File: src/hw/rtl/assert_macros.svh
// assertion macros shared by the rtl files of the literal encoder
`ifndef ASSERT_MACROS_SVH
`define ASSERT_MACROS_SVH
`ifndef ASSERT_OFF
// condition holds at every clock edge out of reset
`define ASSERT_ALWAYS(label, clk, rst_n, cond, msg) \
	label: assert property (@(posedge clk) disable iff (!rst_n) (cond)) else $error(msg);
// consequent holds in the same cycle as the antecedent
`define ASSERT_IMPLY(label, clk, rst_n, ante, cons, msg) \
	label: assert property (@(posedge clk) disable iff (!rst_n) (ante) |-> (cons)) else $error(msg);
`else
`define ASSERT_ALWAYS(label, clk, rst_n, cond, msg)
`define ASSERT_IMPLY(label, clk, rst_n, ante, cons, msg)
`endif
`endif

File: src/hw/rtl/u8lit_pkg.sv
// shared types, constants and helper functions of the literal encoder
package u8lit_pkg;

	// default depth of the job queue between front and back
	localparam int unsigned QUEUE_DEPTH = 4;

	// input item kinds carried on s_tuser
	typedef enum logic [1:0] {
		MODE_START  = 2'd0,
		MODE_DATA   = 2'd1,
		MODE_END    = 2'd2,
		MODE_UNUSED = 2'd3
	} mode_t;

	// output character sequences the back end knows how to expand
	typedef enum logic [2:0] {
		KIND_NONE  = 3'd0,
		KIND_CHAR1 = 3'd1,
		KIND_CHAR2 = 3'd2,
		KIND_HEX1  = 3'd3,
		KIND_HEX2  = 3'd4
	} kind_t;

	// one job: optional leading error beat plus a character sequence
	// char1: val[7:0]; char2: val[7:0] then val[15:8]
	// hex1: val[15:0]; hex2: val[19:0] is code point minus 0x10000
	typedef struct packed {
		logic       err;
		kind_t      kind;
		logic [20:0] val;
	} job_t;

	localparam logic [7:0] CH_BSLASH = 8'h5c;
	localparam logic [7:0] CH_QUOTE  = 8'h22;
	localparam logic [7:0] CH_LF     = 8'h0a;
	localparam logic [7:0] CH_CR     = 8'h0d;
	localparam logic [7:0] CH_L      = 8'h4c;
	localparam logic [7:0] CH_X      = 8'h78;
	localparam logic [7:0] CH_N      = 8'h6e;
	localparam logic [7:0] CH_R      = 8'h72;

	localparam logic [15:0] SURR_HI = 16'hd800;
	localparam logic [15:0] SURR_LO = 16'hdc00;

	// lowercase hex digit
	function automatic logic [7:0] hex_char(input logic [3:0] nib);
		logic [7:0] c;
		begin
			if (nib < 4'd10) begin
				c = 8'h30 + {4'd0, nib};
			end else begin
				c = 8'h57 + {4'd0, nib};
			end
			return c;
		end
	endfunction

	// number of characters a job kind expands to
	function automatic logic [3:0] kind_chars(input kind_t k);
		logic [3:0] n;
		begin
			case (k)
				KIND_CHAR1: n = 4'd1;
				KIND_CHAR2: n = 4'd2;
				KIND_HEX1:  n = 4'd6;
				KIND_HEX2:  n = 4'd12;
				default:    n = 4'd0;
			endcase
			return n;
		end
	endfunction

endpackage

File: src/hw/rtl/utf8_to_utf16_c_literal_top.sv
// top level of the utf-8 path to c string literal encoder
// path: items pass through the job queue and then the output register
// throughput: one output beat per cycle from the back end while the receiver is
// ready; an item gives 1 to 12 beats (six characters for a control byte when
// transcoding), input beats are taken each cycle while the job queue has room
// reset: decoder state, queue and output valid clear; transcode register resets to 1
module utf8_to_utf16_c_literal_top #(
	parameter int unsigned QUEUE_DEPTH = u8lit_pkg::QUEUE_DEPTH
) (
	input  logic       clk,
	input  logic       arst_n,
	input  logic       cfg_wr_en,
	input  logic       cfg_wr_data,  // transcode_to_utf16
	input  logic       s_tvalid,
	output logic       s_tready,
	input  logic [7:0] s_tdata,      // [7:0] byte_in
	input  logic [1:0] s_tuser,      // [1:0] mode
	output logic       m_tvalid,
	input  logic       m_tready,
	output logic [7:0] m_tdata,      // [7:0] char_out
	output logic       m_tlast,
	output logic       m_tuser       // [0] error
);

	logic            q_push;
	logic            q_full;
	logic            q_pop;
	logic            q_valid;
	u8lit_pkg::job_t q_in_job;
	u8lit_pkg::job_t q_head_job;

	// decoder and classifier
	u8lit_front u_front (
		.clk         (clk),
		.arst_n      (arst_n),
		.cfg_wr_en   (cfg_wr_en),
		.cfg_wr_data (cfg_wr_data),
		.s_tvalid    (s_tvalid),
		.s_tready    (s_tready),
		.s_tdata     (s_tdata),
		.s_tuser     (s_tuser),
		.q_full      (q_full),
		.q_push      (q_push),
		.q_job       (q_in_job)
	);

	// job queue
	u8lit_fifo #(
		.DEPTH (QUEUE_DEPTH)
	) u_fifo (
		.clk        (clk),
		.arst_n     (arst_n),
		.push       (q_push),
		.push_job   (q_in_job),
		.pop        (q_pop),
		.head_valid (q_valid),
		.head_job   (q_head_job),
		.full       (q_full)
	);

	// character expander
	u8lit_back u_back (
		.clk        (clk),
		.arst_n     (arst_n),
		.head_valid (q_valid),
		.head_job   (q_head_job),
		.pop        (q_pop),
		.m_tvalid   (m_tvalid),
		.m_tready   (m_tready),
		.m_tdata    (m_tdata),
		.m_tlast    (m_tlast),
		.m_tuser    (m_tuser)
	);

endmodule

File: src/hw/rtl/u8lit_front.sv
// front end: accepts input beats, runs the utf-8 decoder, classifies into jobs
module u8lit_front (
	input  logic              clk,
	input  logic              arst_n,
	input  logic              cfg_wr_en,
	input  logic              cfg_wr_data,
	input  logic              s_tvalid,
	output logic              s_tready,
	input  logic [7:0]        s_tdata,   // byte_in
	input  logic [1:0]        s_tuser,   // mode
	input  logic              q_full,
	output logic              q_push,
	output u8lit_pkg::job_t   q_job
);

	logic        transcode_q;
	logic [20:0] pcp_q;
	logic [1:0]  brem_q;

	logic [20:0] pcp_d;
	logic [1:0]  brem_d;
	logic        accept;
	logic        keep;
	logic        drop_pend;
	logic [1:0]  eff_brem;
	logic [20:0] cont_pcp;
	logic        overlong;
	logic        bad_cp;
	u8lit_pkg::mode_t mode;
	u8lit_pkg::job_t  job;

	// character pair for two-character escapes and the wide start sequence
	function automatic logic [20:0] pair(input logic [7:0] c0, input logic [7:0] c1);
		return {5'd0, c1, c0};
	endfunction

	// job for a decoded code point
	function automatic u8lit_pkg::job_t cp_job(input logic [20:0] cp);
		u8lit_pkg::job_t j;
		begin
			j = '0;
			if (cp >= 21'h20 && cp < 21'h7f) begin
				j.kind = u8lit_pkg::KIND_CHAR1;
				j.val  = cp;
			end else if (cp < 21'h10000) begin
				j.kind = u8lit_pkg::KIND_HEX1;
				j.val  = cp;
			end else begin
				j.kind = u8lit_pkg::KIND_HEX2;
				j.val  = cp - 21'h10000;
			end
			return j;
		end
	endfunction

	assign mode      = u8lit_pkg::mode_t'(s_tuser);
	assign s_tready  = !q_full;
	assign accept    = s_tvalid && s_tready;
	assign keep      = (mode == u8lit_pkg::MODE_DATA) && transcode_q && (s_tdata[7:6] == 2'b10);
	assign drop_pend = (brem_q != 2'd0) && !keep;
	assign eff_brem  = drop_pend ? 2'd0 : brem_q;
	assign cont_pcp  = {pcp_q[14:0], s_tdata[5:0]};
	assign overlong  = (pcp_q == 21'd0) &&
		(((brem_q == 2'd2) && (s_tdata < 8'ha0)) || ((brem_q == 2'd3) && (s_tdata < 8'h90)));
	assign bad_cp    = ((cont_pcp >= 21'hd800) && (cont_pcp <= 21'hdfff)) || (cont_pcp > 21'h10ffff);

	// classify the beat and work out the next decoder state
	always_comb begin
		u8lit_pkg::job_t cj;
		job    = '0;
		cj     = '0;
		pcp_d  = pcp_q;
		brem_d = brem_q;
		if (mode != u8lit_pkg::MODE_UNUSED && drop_pend) begin
			job.err = 1'b1;
			pcp_d   = '0;
			brem_d  = '0;
		end
		case (mode)
			u8lit_pkg::MODE_START: begin
				if (transcode_q) begin
					job.kind = u8lit_pkg::KIND_CHAR2;
					job.val  = pair(u8lit_pkg::CH_L, u8lit_pkg::CH_QUOTE);
				end else begin
					job.kind = u8lit_pkg::KIND_CHAR1;
					job.val  = {13'd0, u8lit_pkg::CH_QUOTE};
				end
			end
			u8lit_pkg::MODE_END: begin
				job.kind = u8lit_pkg::KIND_CHAR1;
				job.val  = {13'd0, u8lit_pkg::CH_QUOTE};
			end
			u8lit_pkg::MODE_DATA: begin
				if (eff_brem != 2'd0) begin
					// continuation byte of a pending sequence
					if (overlong) begin
						job.err = 1'b1;
						pcp_d   = '0;
						brem_d  = '0;
					end else if (brem_q == 2'd1) begin
						pcp_d  = '0;
						brem_d = '0;
						if (bad_cp) begin
							job.err = 1'b1;
						end else begin
							cj       = cp_job(cont_pcp);
							job.kind = cj.kind;
							job.val  = cj.val;
						end
					end else begin
						pcp_d  = cont_pcp;
						brem_d = brem_q - 2'd1;
					end
				end else begin
					// fresh byte: escapes first, then raw or decode
					case (s_tdata)
						u8lit_pkg::CH_BSLASH: begin
							job.kind = u8lit_pkg::KIND_CHAR2;
							job.val  = pair(u8lit_pkg::CH_BSLASH, u8lit_pkg::CH_BSLASH);
						end
						u8lit_pkg::CH_QUOTE: begin
							job.kind = u8lit_pkg::KIND_CHAR2;
							job.val  = pair(u8lit_pkg::CH_BSLASH, u8lit_pkg::CH_QUOTE);
						end
						u8lit_pkg::CH_LF: begin
							job.kind = u8lit_pkg::KIND_CHAR2;
							job.val  = pair(u8lit_pkg::CH_BSLASH, u8lit_pkg::CH_N);
						end
						u8lit_pkg::CH_CR: begin
							job.kind = u8lit_pkg::KIND_CHAR2;
							job.val  = pair(u8lit_pkg::CH_BSLASH, u8lit_pkg::CH_R);
						end
						default: begin
							if (!transcode_q) begin
								job.kind = u8lit_pkg::KIND_CHAR1;
								job.val  = {13'd0, s_tdata};
							end else if (s_tdata < 8'h80) begin
								cj       = cp_job({13'd0, s_tdata});
								job.kind = cj.kind;
								job.val  = cj.val;
							end else if (s_tdata inside {[8'hc2:8'hdf]}) begin
								brem_d = 2'd1;
								pcp_d  = {16'd0, s_tdata[4:0]};
							end else if (s_tdata inside {[8'he0:8'hef]}) begin
								brem_d = 2'd2;
								pcp_d  = {17'd0, s_tdata[3:0]};
							end else if (s_tdata inside {[8'hf0:8'hf4]}) begin
								brem_d = 2'd3;
								pcp_d  = {18'd0, s_tdata[2:0]};
							end else begin
								job.err = 1'b1;
							end
						end
					endcase
				end
			end
			default: begin
				job    = '0;
				pcp_d  = pcp_q;
				brem_d = brem_q;
			end
		endcase
	end

	assign q_job  = job;
	assign q_push = accept && (job.err || (job.kind != u8lit_pkg::KIND_NONE));

	// decoder state and transcode register
	always_ff @(posedge clk or negedge arst_n) begin
		if (!arst_n) begin
			transcode_q <= 1'b1;
			pcp_q       <= '0;
			brem_q      <= '0;
		end else begin
			if (cfg_wr_en) begin
				transcode_q <= cfg_wr_data;
			end
			if (accept) begin
				pcp_q  <= pcp_d;
				brem_q <= brem_d;
			end
		end
	end

endmodule

File: src/hw/rtl/u8lit_fifo.sv
// job queue between the front end and the back end
`include "assert_macros.svh"
module u8lit_fifo #(
	parameter int unsigned DEPTH = u8lit_pkg::QUEUE_DEPTH
) (
	input  logic              clk,
	input  logic              arst_n,
	input  logic              push,
	input  u8lit_pkg::job_t   push_job,
	input  logic              pop,
	output logic              head_valid,
	output u8lit_pkg::job_t   head_job,
	output logic              full
);

	localparam int unsigned PW = (DEPTH > 1) ? $clog2(DEPTH) : 1;
	localparam int unsigned CW = $clog2(DEPTH + 1);
	localparam logic [PW-1:0] LAST_PTR = PW'(DEPTH - 1);
	localparam logic [CW-1:0] FULL_CNT = CW'(DEPTH);

	u8lit_pkg::job_t mem_q [DEPTH];
	logic [PW-1:0]   wr_ptr_q;
	logic [PW-1:0]   rd_ptr_q;
	logic [CW-1:0]   count_q;

	assign head_valid = (count_q != '0);
	assign full       = (count_q == FULL_CNT);
	assign head_job   = mem_q[rd_ptr_q];

	// entry storage
	always_ff @(posedge clk) begin
		if (push) begin
			mem_q[wr_ptr_q] <= push_job;
		end
	end

	// pointers and fill count
	always_ff @(posedge clk or negedge arst_n) begin
		if (!arst_n) begin
			wr_ptr_q <= '0;
			rd_ptr_q <= '0;
			count_q  <= '0;
		end else begin
			if (push) begin
				wr_ptr_q <= (wr_ptr_q == LAST_PTR) ? '0 : wr_ptr_q + PW'(1);
			end
			if (pop) begin
				rd_ptr_q <= (rd_ptr_q == LAST_PTR) ? '0 : rd_ptr_q + PW'(1);
			end
			if (push && !pop) begin
				count_q <= count_q + CW'(1);
			end else if (pop && !push) begin
				count_q <= count_q - CW'(1);
			end
		end
	end

	`ASSERT_IMPLY(a_no_overflow, clk, arst_n, push, !full || pop, "push into full queue")
	`ASSERT_IMPLY(a_no_underflow, clk, arst_n, pop, head_valid, "pop from empty queue")
	`ASSERT_ALWAYS(a_count_bound, clk, arst_n, count_q <= FULL_CNT, "fill count past depth")

endmodule

File: src/hw/rtl/u8lit_back.sv
// back end: expands queued jobs into output characters, one beat per cycle while the receiver is ready
`include "assert_macros.svh"
module u8lit_back (
	input  logic              clk,
	input  logic              arst_n,
	input  logic              head_valid,
	input  u8lit_pkg::job_t   head_job,
	output logic              pop,
	output logic              m_tvalid,
	input  logic              m_tready,
	output logic [7:0]        m_tdata,
	output logic              m_tlast,
	output logic              m_tuser
);

	logic        tvalid_q;
	logic [7:0]  tdata_q;
	logic        tlast_q;
	logic        tuser_q;
	logic        err_done_q;
	logic [3:0]  pos_q;

	logic        emit;
	logic        err_now;
	logic [3:0]  nch;
	logic        is_last;
	logic        second;
	logic [2:0]  sub;
	logic [15:0] word;
	logic [15:0] surr_hi;
	logic [15:0] surr_lo;
	logic [7:0]  chr;

	assign emit    = head_valid && (!tvalid_q || m_tready);
	assign err_now = head_job.err && !err_done_q;
	assign nch     = u8lit_pkg::kind_chars(head_job.kind);
	assign is_last = err_now ? (nch == 4'd0) : (pos_q == nch - 4'd1);
	assign pop     = emit && is_last;

	// position inside a hex escape and the 16-bit word it shows
	assign second  = (pos_q >= 4'd6);
	assign sub     = second ? 3'(pos_q - 4'd6) : pos_q[2:0];
	assign surr_hi = u8lit_pkg::SURR_HI | {6'd0, head_job.val[19:10]};
	assign surr_lo = u8lit_pkg::SURR_LO | {6'd0, head_job.val[9:0]};
	assign word    = (head_job.kind == u8lit_pkg::KIND_HEX1) ? head_job.val[15:0] :
		(second ? surr_lo : surr_hi);

	// character at the current position
	always_comb begin
		chr = 8'd0;
		case (head_job.kind)
			u8lit_pkg::KIND_CHAR1: chr = head_job.val[7:0];
			u8lit_pkg::KIND_CHAR2: chr = pos_q[0] ? head_job.val[15:8] : head_job.val[7:0];
			u8lit_pkg::KIND_HEX1, u8lit_pkg::KIND_HEX2: begin
				case (sub)
					3'd0:    chr = u8lit_pkg::CH_BSLASH;
					3'd1:    chr = u8lit_pkg::CH_X;
					3'd2:    chr = u8lit_pkg::hex_char(word[15:12]);
					3'd3:    chr = u8lit_pkg::hex_char(word[11:8]);
					3'd4:    chr = u8lit_pkg::hex_char(word[7:4]);
					default: chr = u8lit_pkg::hex_char(word[3:0]);
				endcase
			end
			default: chr = 8'd0;
		endcase
	end

	// output register payload
	always_ff @(posedge clk) begin
		if (emit) begin
			tdata_q <= err_now ? 8'd0 : chr;
			tlast_q <= is_last;
			tuser_q <= err_now;
		end
	end

	// output valid and sequencing through the head job
	always_ff @(posedge clk or negedge arst_n) begin
		if (!arst_n) begin
			tvalid_q   <= 1'b0;
			err_done_q <= 1'b0;
			pos_q      <= '0;
		end else begin
			if (emit) begin
				tvalid_q <= 1'b1;
				if (is_last) begin
					err_done_q <= 1'b0;
					pos_q      <= '0;
				end else if (err_now) begin
					err_done_q <= 1'b1;
				end else begin
					pos_q <= pos_q + 4'd1;
				end
			end else if (m_tready) begin
				tvalid_q <= 1'b0;
			end
		end
	end

	assign m_tvalid = tvalid_q;
	assign m_tdata  = tdata_q;
	assign m_tlast  = tlast_q;
	assign m_tuser  = tuser_q;

	`ASSERT_IMPLY(a_pos_in_range, clk, arst_n, head_valid && !err_now, pos_q < nch, "char position past end of job")
	`ASSERT_IMPLY(a_err_done_job, clk, arst_n, err_done_q, head_valid && head_job.err, "error marked done without error job")
	`ASSERT_IMPLY(a_job_not_empty, clk, arst_n, head_valid, head_job.err || (nch != 4'd0), "queued job emits nothing")

endmodule

File: config.mk
export PLATFORM = sky130hd
export DESIGN_NAME = utf8_to_utf16_c_literal_top
export DESIGN_NICKNAME = d
export VERILOG_FILES = /design/src/hw/rtl/u8lit_pkg.sv /design/src/hw/rtl/utf8_to_utf16_c_literal_top.sv /design/src/hw/rtl/u8lit_front.sv /design/src/hw/rtl/u8lit_fifo.sv /design/src/hw/rtl/u8lit_back.sv
export VERILOG_INCLUDE_DIRS = /design/src /design/src/hw/rtl
export SDC_FILE = /design/constraint.sdc
export NUM_CORES = 1
export LEC_CHECK = 0
export ABC_AREA = 1
export BUFFER_PORTS_ARGS = -buffer_cell sky130_fd_sc_hd__buf_2
export CAP_MARGIN = 20
export CORE_UTILIZATION = 45
export CTS_BUF_LIST = sky130_fd_sc_hd__clkbuf_4 sky130_fd_sc_hd__clkbuf_8 sky130_fd_sc_hd__clkbuf_16
export CTS_CLUSTER_SIZE = 14
export DETAILED_ROUTE_END_ITERATION = 6
export HOLD_SLACK_MARGIN = 0.03
export MAX_ROUTING_LAYER = met4
export PLACE_DENSITY = 0.66
export SYNTH_ARGS = -nofsm -noshare
export SYNTH_HDL_FRONTEND = slang
export SYNTH_HIERARCHICAL = 1
export SYNTH_SLANG_ARGS = --single-unit
File: constraint.sdc
create_clock -name clk -period 9.4 [get_ports clk]
set_clock_uncertainty 0.05 [all_clocks]
set_input_delay 1.41 -clock clk [delete_from_list [all_inputs] [get_ports clk]]
set_output_delay 1.41 -clock clk [all_outputs]
set_load 0.05 [all_outputs]
# After elaboration in Yosys (flattened, before gate mapping)
# Memories as Yosys holds them, arrays and structs flattened.
# Cells that the tools add are included.
# word_totals
ff_bits	47
mem_bits_rw	100
inputBits	16
output_inout_bits	12
wordCells	193
memories	1
# memory_table
name	words	word_bits	rd	rd_ports_with_merged_regs	wr	line	text
u_fifo.mem_q	4	25	1	0	1	u8lit_fifo.sv:21	u8lit_pkg::job_t mem_q [DEPTH];
# classes
n_addsub	17
n_lt_le_gt_ge	22
n_eq_ne	24
mux	69
n_reduce_logical	48
# op_table
cell	count
$mux 21	10
$mux 24	5
$pmux 24 s4	1
$pmux 24 s3	1
$mux 23	3
$mux 25	2
$pmux 21 s2	1
$mux 8	5
$pmux 8 s5	1
$add 7x4->8 const A	4
$add 6x4->7 const A	4
$mux 2	13
$ge 8x8->1 const B	3
$le 8x8->1 const B	3
$lt 8x8->1 const B	3
$pmux 8 s3	1
$ge 21x16->1 const B	1
$ge 21x6->1 const B	1
$gt 21x21->1 const B	1
$le 21x16->1 const B	1
$logic_not 21->1	1
$lt 21x17->1 const B	1
$lt 21x7->1 const B	1
$sub 21x17->21 const B	1
40 further kinds	112

# Logic depth before layout (Yosys ltp)
# logic_depth
word_depth	22
depth_mapped	26
depth_no_buf	24

# By module
# The synthesis kept the hierarchy.
# modules_own_cells
module	instances	cells_per_inst	area_per_inst_um2	seq_area_each_um2
u8lit_fifo	1	344	4429.2	3178.0
u8lit_front	1	367	2361.0	601.8
u8lit_back	1	293	1825.5	450.4

# Worst setup path before layout
# OpenSTA, ideal clock, no wires.
# synth_path
path_type	input to register
start	in s_tuser[0]
end	mem u_fifo/mem_q[3][0] in the netlist's numbering, enable pin
setup_time_ns	0.380
t_arrival_ns	3.378
t_required_ns	8.970
path_slack_ns	5.592
path_stages	14
path_buffers	2
cell_sequence	buf_2 > nand2_4 > o21bai_4 > nand2_4 > inv_2 > buf_12 > nor2_1 > a21oi_1 > nand2_1 > nand2_2 > nor2_1 > a21oi_2 > nand2_1 > inv_1
# synth_rtl
element	line	text
start: declaration	utf8_to_utf16_c_literal_top.sv:17	input logic [1:0] s_tuser,
end: declaration	u8lit_fifo.sv:21	

==> metrics <==
grt ovf=0; clock buffer count from CTS=17; HP Start=u_fifo/count_q[2]$_DFFE_PN0P_; final net count=1051; R2R setup slack=just over 5 ns; initial antenna violation count=0; 1st-iter DRT viols=roughly 350; critical path peak fanout=26; Tmin final=4.36 ns; PortBufs=27; via count=6518; Starting Density=46.5%; Slew Viols, Final=0; area growth from synthesis to layout=10.1%; Mapped Area=8450 sq um; CP Cell Sequence=inv_2 -> o211ai_1 -> nand2_1 -> inv_1 -> nand3_2 -> nand2_2 -> inv_1 -> or2_1 -> nand3_1 -> nand3_1 -> nand2_1 -> inv_2 -> nor2_2 -> inv_1 -> ha_1 -> inv_1 -> fa_1 -> nand2_1 -> nand2_1; met2 wire len=9300 um; hold_buf cts=0; Leak=4.24 nW; total length of routed met3 wires=around 660 um; Peak Freq=230 MHz; metal1 wirelength=8640 um; unrepaired setup endpoints after global routing=no; crit path DAT=4.62 ns; status=finished clean; max-cap violations=0; VDD IR-drop max=0.156 mV; count of final setup violators=0; setup TNS=0 ns; R2R Path End=u_fifo/count_q[1]$_DFFE_PN0P_; clock buffer depth=2; CTS tree=done; Detailed Place HPWL=~14000 um; vias in the first global route=just over 6000; Post-CTS Setup Bufs=0; worst hold path class=flip-flop to flip-flop; CP Launch Type=flip-flop; fin area=between 9000 and 10000 sq um; fin crit share=46.4%; GP Congestion=0.941; antenna-violating nets left=0; clk_lat worst skew=0.43 ns; H-tree Lvls=4; Worst Setup End Kind=flip-flop; mean routed wirelength per cell=15.2 um; post-synthesis net count=1027; highest routed layer=met4; CTS Sinks=143; max_slew headroom=31.8%; Die Wd=139 um; first-pass GRT wire length=30900 um; largest net degree at the start of global routing=98; aggregate global-route resource usage=21.4%; Reg clk slew, reported paths=about 0.060 ns; drt via density=5.19; detailed-route wire length=19000 um; antenna cells=0; CP required=9.66 ns; drc violations=0; post-CTS sizing=0; Slew @ Worst Pin=around 1.0 ns; layout cells sized above 1=13.2%; die footprint=19300 sq um; hold worst-path end=u_fifo/count_q[2]$_DFFE_PN0P_; hold path depth=2; Core Area=18100 sq um; Worst path slowest cell=dfrtp_1; CP max stage delay=0.96 ns; Cell Rows=49; Gate Count Post-Synth=990; CP Class=flip-flop to flip-flop; R2R depth=19; Hold Vio Cnt, Final=0; Root Driver=clkbuf_16; Area after DPL=8630 sq um; Synthesis Warnings=6; pwr dens=~380 nW/um^2; synthesized area per cell=8.53 sq um; reg2reg start=u_fifo/rd_ptr_q[1]$_DFFE_PN0P_; Top Ports=28; chip height=139 um; DRT Pass-1 Iters=7
[critical path: cells and delay by family (launching register included)]
family	cells	cell delay [ns]
flip-flops	1	0.96
AO/OA/AOI/OAI	1	0.23
adder cells (fa/ha/maj)	2	0.62
buffers and inverters	6	0.95
AND/OR/NAND/NOR	10	1.45
[layer usage]
metal  up-vias  global-route usage (%)
met5         -                       -
met2       161                    35.4
met4         0                    8.89
li1       3329                       -
met1      2997                    26.6
met3        31                    2.73
[cell type report]
cell class | count | area [sq um]
clock buffers | 19 | 440
repair buffers | 30 | 185
clock inverters | 13 | 188
multi-input cells | 650 | 3440
flip-flops and latches | 143 | 4110
inverters | 172 | 648
well taps | 229 | 287
fillers | 1714 | 8850
[how the worst max path moves through the flow]
stage	from	endpoint	slack, ns	cells past startpoint
finish	u_fifo/rd_ptr_q[1]$_DFFE_PN0P_	u_fifo/count_q[1]$_DFFE_PN0P_	5.04	19
global route	u_fifo/rd_ptr_q[1]$_DFFE_PN0P_	u_fifo/count_q[2]$_DFFE_PN0P_	4.59	22
CTS	u_fifo/rd_ptr_q[1]$_DFFE_PN0P_	u_fifo/count_q[1]$_DFFE_PN0P_	4.99	19
detailed placement	s_tuser[1]	u_fifo/mem_q[1][15]$_DFFE_PP_	4.86	14
global placement	s_tuser[1]	u_fifo/mem_q[0][15]$_DFFE_PP_	4.91	14
floorplan	s_tuser[0]	u_fifo/count_q[2]$_DFFE_PN0P_	5.60	19
[registers in the layout, indices dropped and copies added, names as in the netlist]
name	flops
u_fifo/mem_q	96
u_front/pcp_q	21
u_back/m_tdata	8
u_back/pos_q	4
u_fifo/count_q	3
u_fifo/rd_ptr_q	2
u_fifo/wr_ptr_q	2
u_front/brem_q	2
u_back/err_done_q	1
u_back/m_tlast	1
u_back/m_tuser	1
u_back/m_tvalid	1
u_front/transcode_q	1
[placed cells by master, fill, tap and decap left out, types with 9 or more instances in the layout]
master / instances
nand2_1: 251
inv_1: 155
edfxtp_1: 106
nor2_1: 82
nand3_1: 60
o211ai_1: 50
dfrtp_1: 36
o21ai_0: 33
buf_2: 27
a21oi_1: 26
nand2_2: 22
ha_1: 20
o22ai_1: 18
clkbuf_16: 17
inv_2: 15
nor3_1: 12
nor2_2: 10
nand4_1: 9
[stage by stage]
step	hold slack, ns	power [mW]	cells	utilization (%)	worst slack (ns)
4_1_cts	0.433	3.50	1254	51.0	4.99
5_1_grt	0.482	3.79	1256	51.2	4.59
3_5_place_dp	0.417	2.77	1222	47.5	4.86
2_1_floorplan	0.392	2.42	990	-	5.60
3_3_place_gp	0.411	2.77	1222	47.5	4.91
6_report	0.433	3.50	1256	51.2	5.04
[report_power, final]
part,internal [mW],switching [mW],total [mW]
sequential,0.884,0.109,0.993
combinational,0.548,1.24,1.79
clock,0.451,0.260,0.711
Power figures use the tool's default switching activity.
